[src/hdl/pusr_pkg.sv]
// Shared types and constants for the picture unit scroll register file.
// Used by pusr_exec, the top level and the testbench files; depends on nothing else.
`default_nettype none

package pusr_pkg;

   localparam int REG_COUNT_DEF = 8;
   localparam int SEL_W         = 3;
   localparam int LOOPY_W       = 15;

   // Item kinds.
   localparam logic [2:0] MODE_READ   = 3'd0;
   localparam logic [2:0] MODE_WRITE  = 3'd1;
   localparam logic [2:0] MODE_HXFER  = 3'd2;
   localparam logic [2:0] MODE_VXFER  = 3'd3;
   localparam logic [2:0] MODE_INCR   = 3'd4;
   localparam logic [2:0] MODE_STATUS = 3'd5;

   // Register indexes with side effects.
   localparam logic [SEL_W-1:0] IDX_CTRL   = 3'd0;
   localparam logic [SEL_W-1:0] IDX_STATUS = 3'd2;
   localparam logic [SEL_W-1:0] IDX_SCROLL = 3'd5;
   localparam logic [SEL_W-1:0] IDX_ADDR   = 3'd6;

   localparam logic [LOOPY_W-1:0] HXFER_MASK = 15'h041F;
   localparam logic [LOOPY_W-1:0] VXFER_MASK = 15'h7BE0;

   typedef struct packed {
      logic [2:0]       mode;
      logic [SEL_W-1:0] sel;
      logic [7:0]       data;
      logic [2:0]       flags;
      logic [7:0]       buf_val;
   } item_type;

   typedef struct packed {
      logic             en;
      logic [SEL_W-1:0] addr;
      logic [7:0]       data;
   } wr_type;

   typedef struct packed {
      logic [7:0]         read_data;
      logic [LOOPY_W-1:0] vram_address;
      logic [8:0]         scroll_x;
      logic [8:0]         scroll_y;
      logic               toggle_state;
   } result_type;

endpackage

`default_nettype wire

[src/hdl/picture_unit_scroll_register_file_top.sv]
// Picture unit scroll register file, top level.
// An accepted word waits in the read stage while its register byte is read, then enters
// the output register when the execute stage advances; a full output register can hold
// it off. Throughput: one word per cycle while results are taken, set by the single
// read and single write port of the register byte RAM. Reset: synchronous, active high;
// all register bytes read as zero; loopy registers, fine X, toggle, read buffer cleared.
`default_nettype none

module picture_unit_scroll_register_file_top
   import pusr_pkg::*;
#(
   parameter int REG_COUNT = REG_COUNT_DEF
) (
   input  wire logic               clock,
   input  wire logic               reset,
   input  wire logic               req_valid,
   output logic                    req_ready,
   input  wire logic [2:0]         req_mode,
   input  wire logic [SEL_W-1:0]   req_reg_select,
   input  wire logic [7:0]         req_write_data,
   input  wire logic [2:0]         req_status_flags,
   input  wire logic [7:0]         req_buffer_value,
   output logic                    rsp_valid,
   input  wire logic               rsp_ready,
   output logic [7:0]              rsp_read_data,
   output logic [LOOPY_W-1:0]      rsp_vram_address,
   output logic [8:0]              rsp_scroll_x,
   output logic [8:0]              rsp_scroll_y,
   output logic                    rsp_toggle_state
);

   localparam int ADDR_W = $clog2(REG_COUNT);

   // Read stage: the accepted word waits here while its register byte is read.
   logic              s1_valid_ff, s1_valid_in;
   item_type          s1_item_ff;
   logic              s1_vld_ff;      // entry had been written before the read
   logic              s1_fwd_ff;      // entry was written at the very edge of the read
   logic [7:0]        s1_fwd_data_ff;

   logic [REG_COUNT-1:0] written_ff, written_in;

   logic              out_valid_ff, out_valid_in;
   result_type        out_ff;

   logic              accept;
   logic              advance;
   logic [SEL_W-1:0]  rd_sel;
   logic [ADDR_W-1:0] ram_raddr;
   logic [ADDR_W-1:0] ram_waddr;
   logic              ram_we;
   logic [7:0]        ram_q;
   logic [7:0]        stored;
   logic              same_entry;
   wr_type            wr;
   result_type        result;
   item_type          req_item;

   // The execute stage moves on whenever the output register is free or drains
   // this cycle; a new word is taken whenever the read stage empties.
   assign advance   = s1_valid_ff && (!out_valid_ff || rsp_ready);
   assign req_ready = !s1_valid_ff || advance;
   assign accept    = req_valid && req_ready;

   assign req_item.mode    = req_mode;
   assign req_item.sel     = req_reg_select;
   assign req_item.data    = req_write_data;
   assign req_item.flags   = req_status_flags;
   assign req_item.buf_val = req_buffer_value;

   // Increment looks at the control byte, status update at the status byte;
   // everything else reads the selected register.
   always_comb begin
      case (req_mode)
         MODE_INCR:   rd_sel = IDX_CTRL;
         MODE_STATUS: rd_sel = IDX_STATUS;
         default:     rd_sel = req_reg_select;
      endcase
   end

   assign ram_raddr  = ADDR_W'(rd_sel);
   assign ram_waddr  = ADDR_W'(wr.addr);
   assign ram_we     = wr.en && advance;
   // A write landing at the same edge as the read is forwarded, since the RAM
   // returns the old contents in that case.
   assign same_entry = ram_we && (ram_waddr == ram_raddr);

   pusr_ram #(
      .WIDTH (8),
      .DEPTH (REG_COUNT)
   ) u_ram (
      .clock   (clock),
      .wr_en   (ram_we),
      .wr_addr (ram_waddr),
      .wr_data (wr.data),
      .rd_en   (accept),
      .rd_addr (ram_raddr),
      .rd_data (ram_q)
   );

   // Entries never written read as zero, which matches the all-zero reset.
   assign stored = s1_fwd_ff ? s1_fwd_data_ff : (s1_vld_ff ? ram_q : 8'd0);

   pusr_exec u_exec (
      .clock   (clock),
      .reset   (reset),
      .step_en (advance),
      .item    (s1_item_ff),
      .stored  (stored),
      .wr      (wr),
      .result  (result)
   );

   always_comb begin
      s1_valid_in = s1_valid_ff;
      if (accept) begin
         s1_valid_in = 1'b1;
      end else if (advance) begin
         s1_valid_in = 1'b0;
      end
      out_valid_in = out_valid_ff;
      if (advance) begin
         out_valid_in = 1'b1;
      end else if (rsp_ready) begin
         out_valid_in = 1'b0;
      end
      written_in = written_ff;
      if (ram_we) begin
         written_in[ram_waddr] = 1'b1;
      end
   end

   always_ff @(posedge clock) begin
      if (reset) begin
         s1_valid_ff  <= 1'b0;
         out_valid_ff <= 1'b0;
         written_ff   <= '0;
      end else begin
         s1_valid_ff  <= s1_valid_in;
         out_valid_ff <= out_valid_in;
         written_ff   <= written_in;
      end
   end

   always_ff @(posedge clock) begin
      if (accept) begin
         s1_item_ff     <= req_item;
         s1_vld_ff      <= written_ff[ram_raddr];
         s1_fwd_ff      <= same_entry;
         s1_fwd_data_ff <= wr.data;
      end
      if (advance) begin
         out_ff <= result;
      end
   end

   assign rsp_valid        = out_valid_ff;
   assign rsp_read_data    = out_ff.read_data;
   assign rsp_vram_address = out_ff.vram_address;
   assign rsp_scroll_x     = out_ff.scroll_x;
   assign rsp_scroll_y     = out_ff.scroll_y;
   assign rsp_toggle_state = out_ff.toggle_state;

endmodule

`default_nettype wire

[src/hdl/pusr_ram.sv]
// Generic single write port, single read port RAM with a registered read.
// Self-contained; no package needed.
`default_nettype none

module pusr_ram #(
   parameter int WIDTH = 8,
   parameter int DEPTH = 8
) (
   input  wire logic                     clock,
   input  wire logic                     wr_en,
   input  wire logic [$clog2(DEPTH)-1:0] wr_addr,
   input  wire logic [WIDTH-1:0]         wr_data,
   input  wire logic                     rd_en,
   input  wire logic [$clog2(DEPTH)-1:0] rd_addr,
   output logic      [WIDTH-1:0]         rd_data
);

   logic [WIDTH-1:0] mem_ff [DEPTH];
   logic [WIDTH-1:0] rd_data_ff;

   always_ff @(posedge clock) begin
      if (wr_en) begin
         mem_ff[wr_addr] <= wr_data;
      end
      if (rd_en) begin
         rd_data_ff <= mem_ff[rd_addr];
      end
   end

   assign rd_data = rd_data_ff;

endmodule

`default_nettype wire

[src/hdl/pusr_exec.sv]
// Execute stage: holds the loopy registers, fine X, toggle and read buffer,
// and forms the register byte write-back and the result. Uses pusr_pkg.
`default_nettype none

module pusr_exec
   import pusr_pkg::*;
(
   input  wire logic       clock,
   input  wire logic       reset,
   input  wire logic       step_en,
   input  wire item_type   item,
   input  wire logic [7:0] stored,
   output wr_type          wr,
   output result_type      result
);

   logic [LOOPY_W-1:0] temp_ff, temp_in;
   logic [LOOPY_W-1:0] active_ff, active_in;
   logic [2:0]         fine_x_ff, fine_x_in;
   logic               toggle_ff, toggle_in;
   logic [7:0]         rbuf_ff, rbuf_in;

   always_comb begin
      logic [7:0] rd;
      logic [LOOPY_W-1:0] step;
      temp_in   = temp_ff;
      active_in = active_ff;
      fine_x_in = fine_x_ff;
      toggle_in = toggle_ff;
      rbuf_in   = rbuf_ff;
      rd        = 8'd0;
      wr.en     = 1'b0;
      wr.addr   = item.sel;
      wr.data   = item.data;
      step      = stored[2] ? LOOPY_W'(32) : LOOPY_W'(1);
      case (item.mode)
         MODE_READ: begin
            if (item.sel == IDX_STATUS) begin
               rd        = {stored[7:5], rbuf_ff[4:0]};
               wr.en     = 1'b1;
               wr.data   = {1'b0, stored[6:0]};
               toggle_in = 1'b0;
            end else begin
               rd = stored;
            end
         end
         MODE_WRITE: begin
            wr.en = 1'b1;
            if (item.sel == IDX_CTRL) begin
               temp_in = {temp_ff[14:12], item.data[1:0], temp_ff[9:0]};
            end else if (item.sel == IDX_SCROLL) begin
               if (!toggle_ff) begin
                  temp_in   = {temp_ff[14:5], item.data[7:3]};
                  fine_x_in = item.data[2:0];
               end else begin
                  temp_in = {item.data[2:0], temp_ff[11:10], item.data[7:3], temp_ff[4:0]};
               end
               toggle_in = ~toggle_ff;
            end else if (item.sel == IDX_ADDR) begin
               if (!toggle_ff) begin
                  // The first address write also clears the top bit.
                  temp_in = {1'b0, item.data[5:0], temp_ff[7:0]};
               end else begin
                  temp_in   = {temp_ff[14:8], item.data};
                  active_in = {temp_ff[14:8], item.data};
               end
               toggle_in = ~toggle_ff;
            end
         end
         MODE_HXFER: begin
            active_in = (active_ff & ~HXFER_MASK) | (temp_ff & HXFER_MASK);
         end
         MODE_VXFER: begin
            active_in = (active_ff & ~VXFER_MASK) | (temp_ff & VXFER_MASK);
         end
         MODE_INCR: begin
            active_in = active_ff + step;
         end
         MODE_STATUS: begin
            wr.en   = 1'b1;
            wr.addr = IDX_STATUS;
            wr.data = {item.flags, stored[4:0]};
            rbuf_in = item.buf_val;
         end
         default: begin
         end
      endcase
      result.read_data    = rd;
      result.vram_address = active_in;
      result.scroll_x     = {active_in[10], active_in[4:0], fine_x_in};
      result.scroll_y     = {active_in[11], active_in[9:5], active_in[14:12]};
      result.toggle_state = toggle_in;
   end

   always_ff @(posedge clock) begin
      if (reset) begin
         temp_ff   <= '0;
         active_ff <= '0;
         fine_x_ff <= '0;
         toggle_ff <= 1'b0;
         rbuf_ff   <= '0;
      end else if (step_en) begin
         temp_ff   <= temp_in;
         active_ff <= active_in;
         fine_x_ff <= fine_x_in;
         toggle_ff <= toggle_in;
         rbuf_ff   <= rbuf_in;
      end
   end

endmodule

`default_nettype wire

[config.mk]
export PLATFORM = sky130hd
export DESIGN_NAME = picture_unit_scroll_register_file_top
export DESIGN_NICKNAME = d
export VERILOG_FILES = /design/src/hdl/pusr_pkg.sv /design/src/hdl/picture_unit_scroll_register_file_top.sv /design/src/hdl/pusr_ram.sv /design/src/hdl/pusr_exec.sv
export SDC_FILE = /design/constraint.sdc
export NUM_CORES = 1
export LEC_CHECK = 0
export BUFFER_PORTS_ARGS = -buffer_cell sky130_fd_sc_hd__buf_2
export CAP_MARGIN = 20
export CORE_ASPECT_RATIO = 1.1
export CORE_MARGIN = 5
export CORE_UTILIZATION = 41
export DETAILED_ROUTE_END_ITERATION = 8
export SLEW_MARGIN = 10
export SYNTH_ARGS = -nofsm -noshare
export SYNTH_HDL_FRONTEND = slang
export SYNTH_SLANG_ARGS = --single-unit
export TNS_END_PERCENT = 20
[constraint.sdc]
create_clock -name clock -period 3.5 [get_ports clock]
set_clock_uncertainty 0.1 [all_clocks]
set_input_delay 0.875 -clock clock [delete_from_list [all_inputs] [get_ports clock]]
set_output_delay 0.875 -clock clock [all_outputs]
set_load 0.005 [all_outputs]
==> reports/qor.csv <==
metric,value,unit
fillCellCount,1816,
power.net_switching,1.213,mW
power_density,496.1,mW/mm^2
p_sw_share,25.96,%
setup_viol_count_final,0,
vias_per_cell,5.667,
first_iter_violations,459,
finalCriticalPeriod,3119,ps
final.setup.tns,0,ps
data_required_time_at_the_worst_endpoint,3580,ps
regToRegSetupSlack,380,ps
post_synth_most_frequent_cells,"sky130_fd_sc_hd__edfxtp_1 (131), sky130_fd_sc_hd__nand2_1 (103), sky130_fd_sc_hd__nor2_1 (72)",
dp.cells,1050,
count_leader_synth,sky130_fd_sc_hd__edfxtp_1,
antenna_violating_nets_post_route,0,
vdd.ir_drop.worst,0.3607,mV
least_setup_slack_across_all_paths_after_layout,381.0,ps
synth.mux.area_fraction,2.796,%
global_route.usage.total,17.68,%
cp_cell_sequence,"nand2_1, and2_1, inv_1, ha_1, and4_1, a41oi_1, or3_1, a2bb2oi_1, nand2_1",
die_h,158.6,um
asyncSetResetFlopFracSynth,0,%
max_slew.worst_pin.slew,827.2,ps
timing.hold.worst.class,flop to flop,
ys_types,64,
grt_first_pass_wirelength,32.29,mm
synth_xor_xnor_area_share,0.7445,%
count_of_unresolved_drc_violations_after_routing,0,
synth_compound_gate_area_share,13.80,%
synthAdderAreaFrac,0.6077,%
cts_tree,built,
cts-root-buf,sky130_fd_sc_hd__clkbuf_16,
design_area,0.009417,mm^2
layout-drive-gt1-share,18.07,%
first_pass_iters,5,
post_cts_resized,0,
worst_skew_pair.late_latency,430,ps
h-tree-depth,4,
drt-wirelength-per-cell,18.91,um
combinationalPowerShare,7.7,%
run_status,"complete, no violations",
crit_path_end_kind,flop,
grt_max_degree,41,
flow.area_growth_from_synthesis,14.34,%
worst_ep_arrival_time,3200,ps
synth.top_cell.area_share,47.77,%
antenna_found_initial,0,
detailedPlacementHpwl,14.18,mm
die_w,145.1,um
placement.cell_area,0.008811,mm^2
critical_path.startpoint,s1_fwd_ff,
critical-path-slowest-cell,sky130_fd_sc_hd__edfxtp_1,
share_clk_of_total_power,40.7,%
synth_nets,800,
crit_type,flop to flop,
finish.cell_count_without_fillers,1082,
grt-ovfl-total,0,
buffer_ports.inserted,69,
worst_hold_startpoint,u_exec.temp_ff[5],
holdBufCountCts,0,
tritoncts_num_sinks,180,
synth-edff-count,131,
fp.dieArea,0.02302,mm^2
timing_hold_violations_final,0,
slowest_delay,540,ps
fin_nets,850,
yosys_warnings,0,
minimum_setup_slack_after_placement,414.7,ps
core,0.01980,mm^2
most_frequently_used_flop_master_after_synthesis,sky130_fd_sc_hd__edfxtp_1,
max_cap_viol_count,0,
yosys_register_bits,180,
cts_setup_buffers,0,
relative_slew_slack,44.86,%
design.portCount,73,
r2r-start,s1_fwd_ff,
worst_r2r_endpoint,rsp_vram_address[7],
gp_congestion,0.8956,
vias_in_the_first_global_route,5939,
worstHoldPathCells,2,
sequentialPowerShare,51.6,%
leakagePower,3.445,nW
ctsLongestPathBuffers,2,
synth_area_leaders,"sky130_fd_sc_hd__edfxtp_1 (48%), sky130_fd_sc_hd__dfxtp_1 (12%), sky130_fd_sc_hd__nand2_1 (4.7%), sky130_fd_sc_hd__nor2_1 (3.3%), sky130_fd_sc_hd__nand3_1 (2.7%)",
type_of_origin_of_the_critical_path,flop,
synth_top_family_by_area,simple AND/OR/NAND/NOR gates,
synth.cell_area,0.008235,mm^2
cts.reportedPaths.clkPinSlew,70,ps
antenna-diode-count,0,
num_vias,6132,
cpMostUsedCell,sky130_fd_sc_hd__nand2_1,
power_report.internal_total,3.459,mW
post-synth-top-area-cell,sky130_fd_sc_hd__edfxtp_1,
synthCells,767,
avgSynthCellArea,10.74,um^2
initial_core_util,41.60,%
timing_max_transition_violations_final,0,
placement_rows,54,
ys_seq_area_share,59.68,%
holdPathEnd,u_exec.temp_ff[5],
wirelength,20.46,mm
rsz_0062_raised_after_global_routing,no,
final_cycle_utilization_of_the_critical_path,89.11,%
worst-path-max-fanout,10,
worstRegToRegCells,9,
synth-simple-area-share,17.84,%
timing.fmax,320.6,MHz
cts_made_buffers,17,
==> layout make-up <==
type / count / area, um^2 / area share (%)
clock buffers: 17 / 425.4 / 4.518
inverters: 14 / 52.55 / 0.5581
well taps: 252 / 315.3 / 3.348
clock inverters: 15 / 180.2 / 1.913
flip-flops and latches: 180 / 4915 / 52.19
repair buffers: 98 / 575.6 / 6.112
multi-input cells: 506 / 2953 / 31.36
==> registers in the layout, indices dropped and copies added, names as in the netlist, 3 cells and up <==
register / cells
written_ff: 8
u_exec.temp_ff: 15
u_exec.rbuf_ff: 5
rsp_scroll_x: 3
rsp_read_data: 8
u_exec.active_ff: 15
u_ram.rd_data: 8
rsp_vram_address: 14
u_exec.fine_x_ff: 3
s1_fwd_data_ff: 8
u_ram.mem_ff: 64
s1_item_ff: 22
==> metal layers <==
metal / routed length, um / global-route usage, %
met5: 0 / 0
met4: 578 / 6.975
met3: 834 / 3.330
met2: 10280 / 31.02
met1: 8772 / 21.79
==> power groups by stage <==
stage / logic (mW) / registers [mW] / clock network (mW)
detailed placement: 0.361 / 2.46 / 0
global route: 0.398 / 2.42 / 2.02
global placement: 0.354 / 2.46 / 0
CTS: 0.363 / 2.41 / 1.93
floorplan: 0.246 / 2.43 / 0
finish: 0.362 / 2.41 / 1.90
==> how the worst max path moves through the flow <==
stage                                 to  slack, ps  cells past startpoint
finish               rsp_vram_address[7]        380                      9
global route         rsp_vram_address[7]        160                      9
CTS                 rsp_vram_address[11]        400                      9
detailed placement  rsp_vram_address[11]        410                      9
global placement    rsp_vram_address[11]        450                      9
floorplan               rsp_read_data[0]        760                      4
==> cells by family after synthesis <==
group | after synthesis
XOR/XNOR | 7
AND/OR/NAND/NOR | 310
buffers and inverters | 81
flip-flops | 180
adder cells (fa/ha/maj) | 4
multiplexers | 20
AO/OA/AOI/OAI | 165
==> cell usage in the layout (no fill, tap or decap), types with 6 or more instances in the layout <==
cell | netlist | final
sky130_fd_sc_hd__a211oi_1 | 18 | 18
sky130_fd_sc_hd__a21o_1 | 8 | 8
sky130_fd_sc_hd__a21oi_1 | 39 | 39
sky130_fd_sc_hd__a22oi_1 | 12 | 12
sky130_fd_sc_hd__a311oi_1 | 11 | 11
sky130_fd_sc_hd__a31o_2 | 8 | 8
sky130_fd_sc_hd__and2_1 | 8 | 7
sky130_fd_sc_hd__and3_1 | 12 | 12
sky130_fd_sc_hd__buf_2 | 11 | 69
sky130_fd_sc_hd__buf_4 | 15 | 28
sky130_fd_sc_hd__clkbuf_16 | 0 | 17
sky130_fd_sc_hd__dfxtp_1 | 49 | 49
sky130_fd_sc_hd__edfxtp_1 | 131 | 131
sky130_fd_sc_hd__inv_1 | 12 | 12
sky130_fd_sc_hd__mux2i_1 | 14 | 14
sky130_fd_sc_hd__nand2_1 | 103 | 103
sky130_fd_sc_hd__nand2b_1 | 8 | 8
sky130_fd_sc_hd__nand3_1 | 44 | 44
sky130_fd_sc_hd__nand4_1 | 7 | 7
sky130_fd_sc_hd__nor2_1 | 72 | 72
sky130_fd_sc_hd__nor2b_1 | 9 | 9
sky130_fd_sc_hd__nor3_1 | 16 | 16
sky130_fd_sc_hd__nor4_1 | 6 | 6
sky130_fd_sc_hd__o21ai_0 | 28 | 28
==> per-stage QoR <==
step	hold WS [ps]	power [mW]	util [%]
after floorplan	331.8	2.679	-
after global placement	344.3	2.809	44.51
after detailed placement	353.6	2.818	44.51
after CTS	364.7	4.701	47.57
after global routing	376.5	4.833	47.57
final	365.4	4.672	47.57
==> critical path, delay by kind of cell (launching register included) <==
family / cells / cell delay [ps]
compound gates: 2 / 740
fa+ha+maj: 1 / 320
buf+inv: 1 / 70
flops: 1 / 540
simple gates: 5 / 1100
No activity file was read; power rests on OpenSTA's default activity.
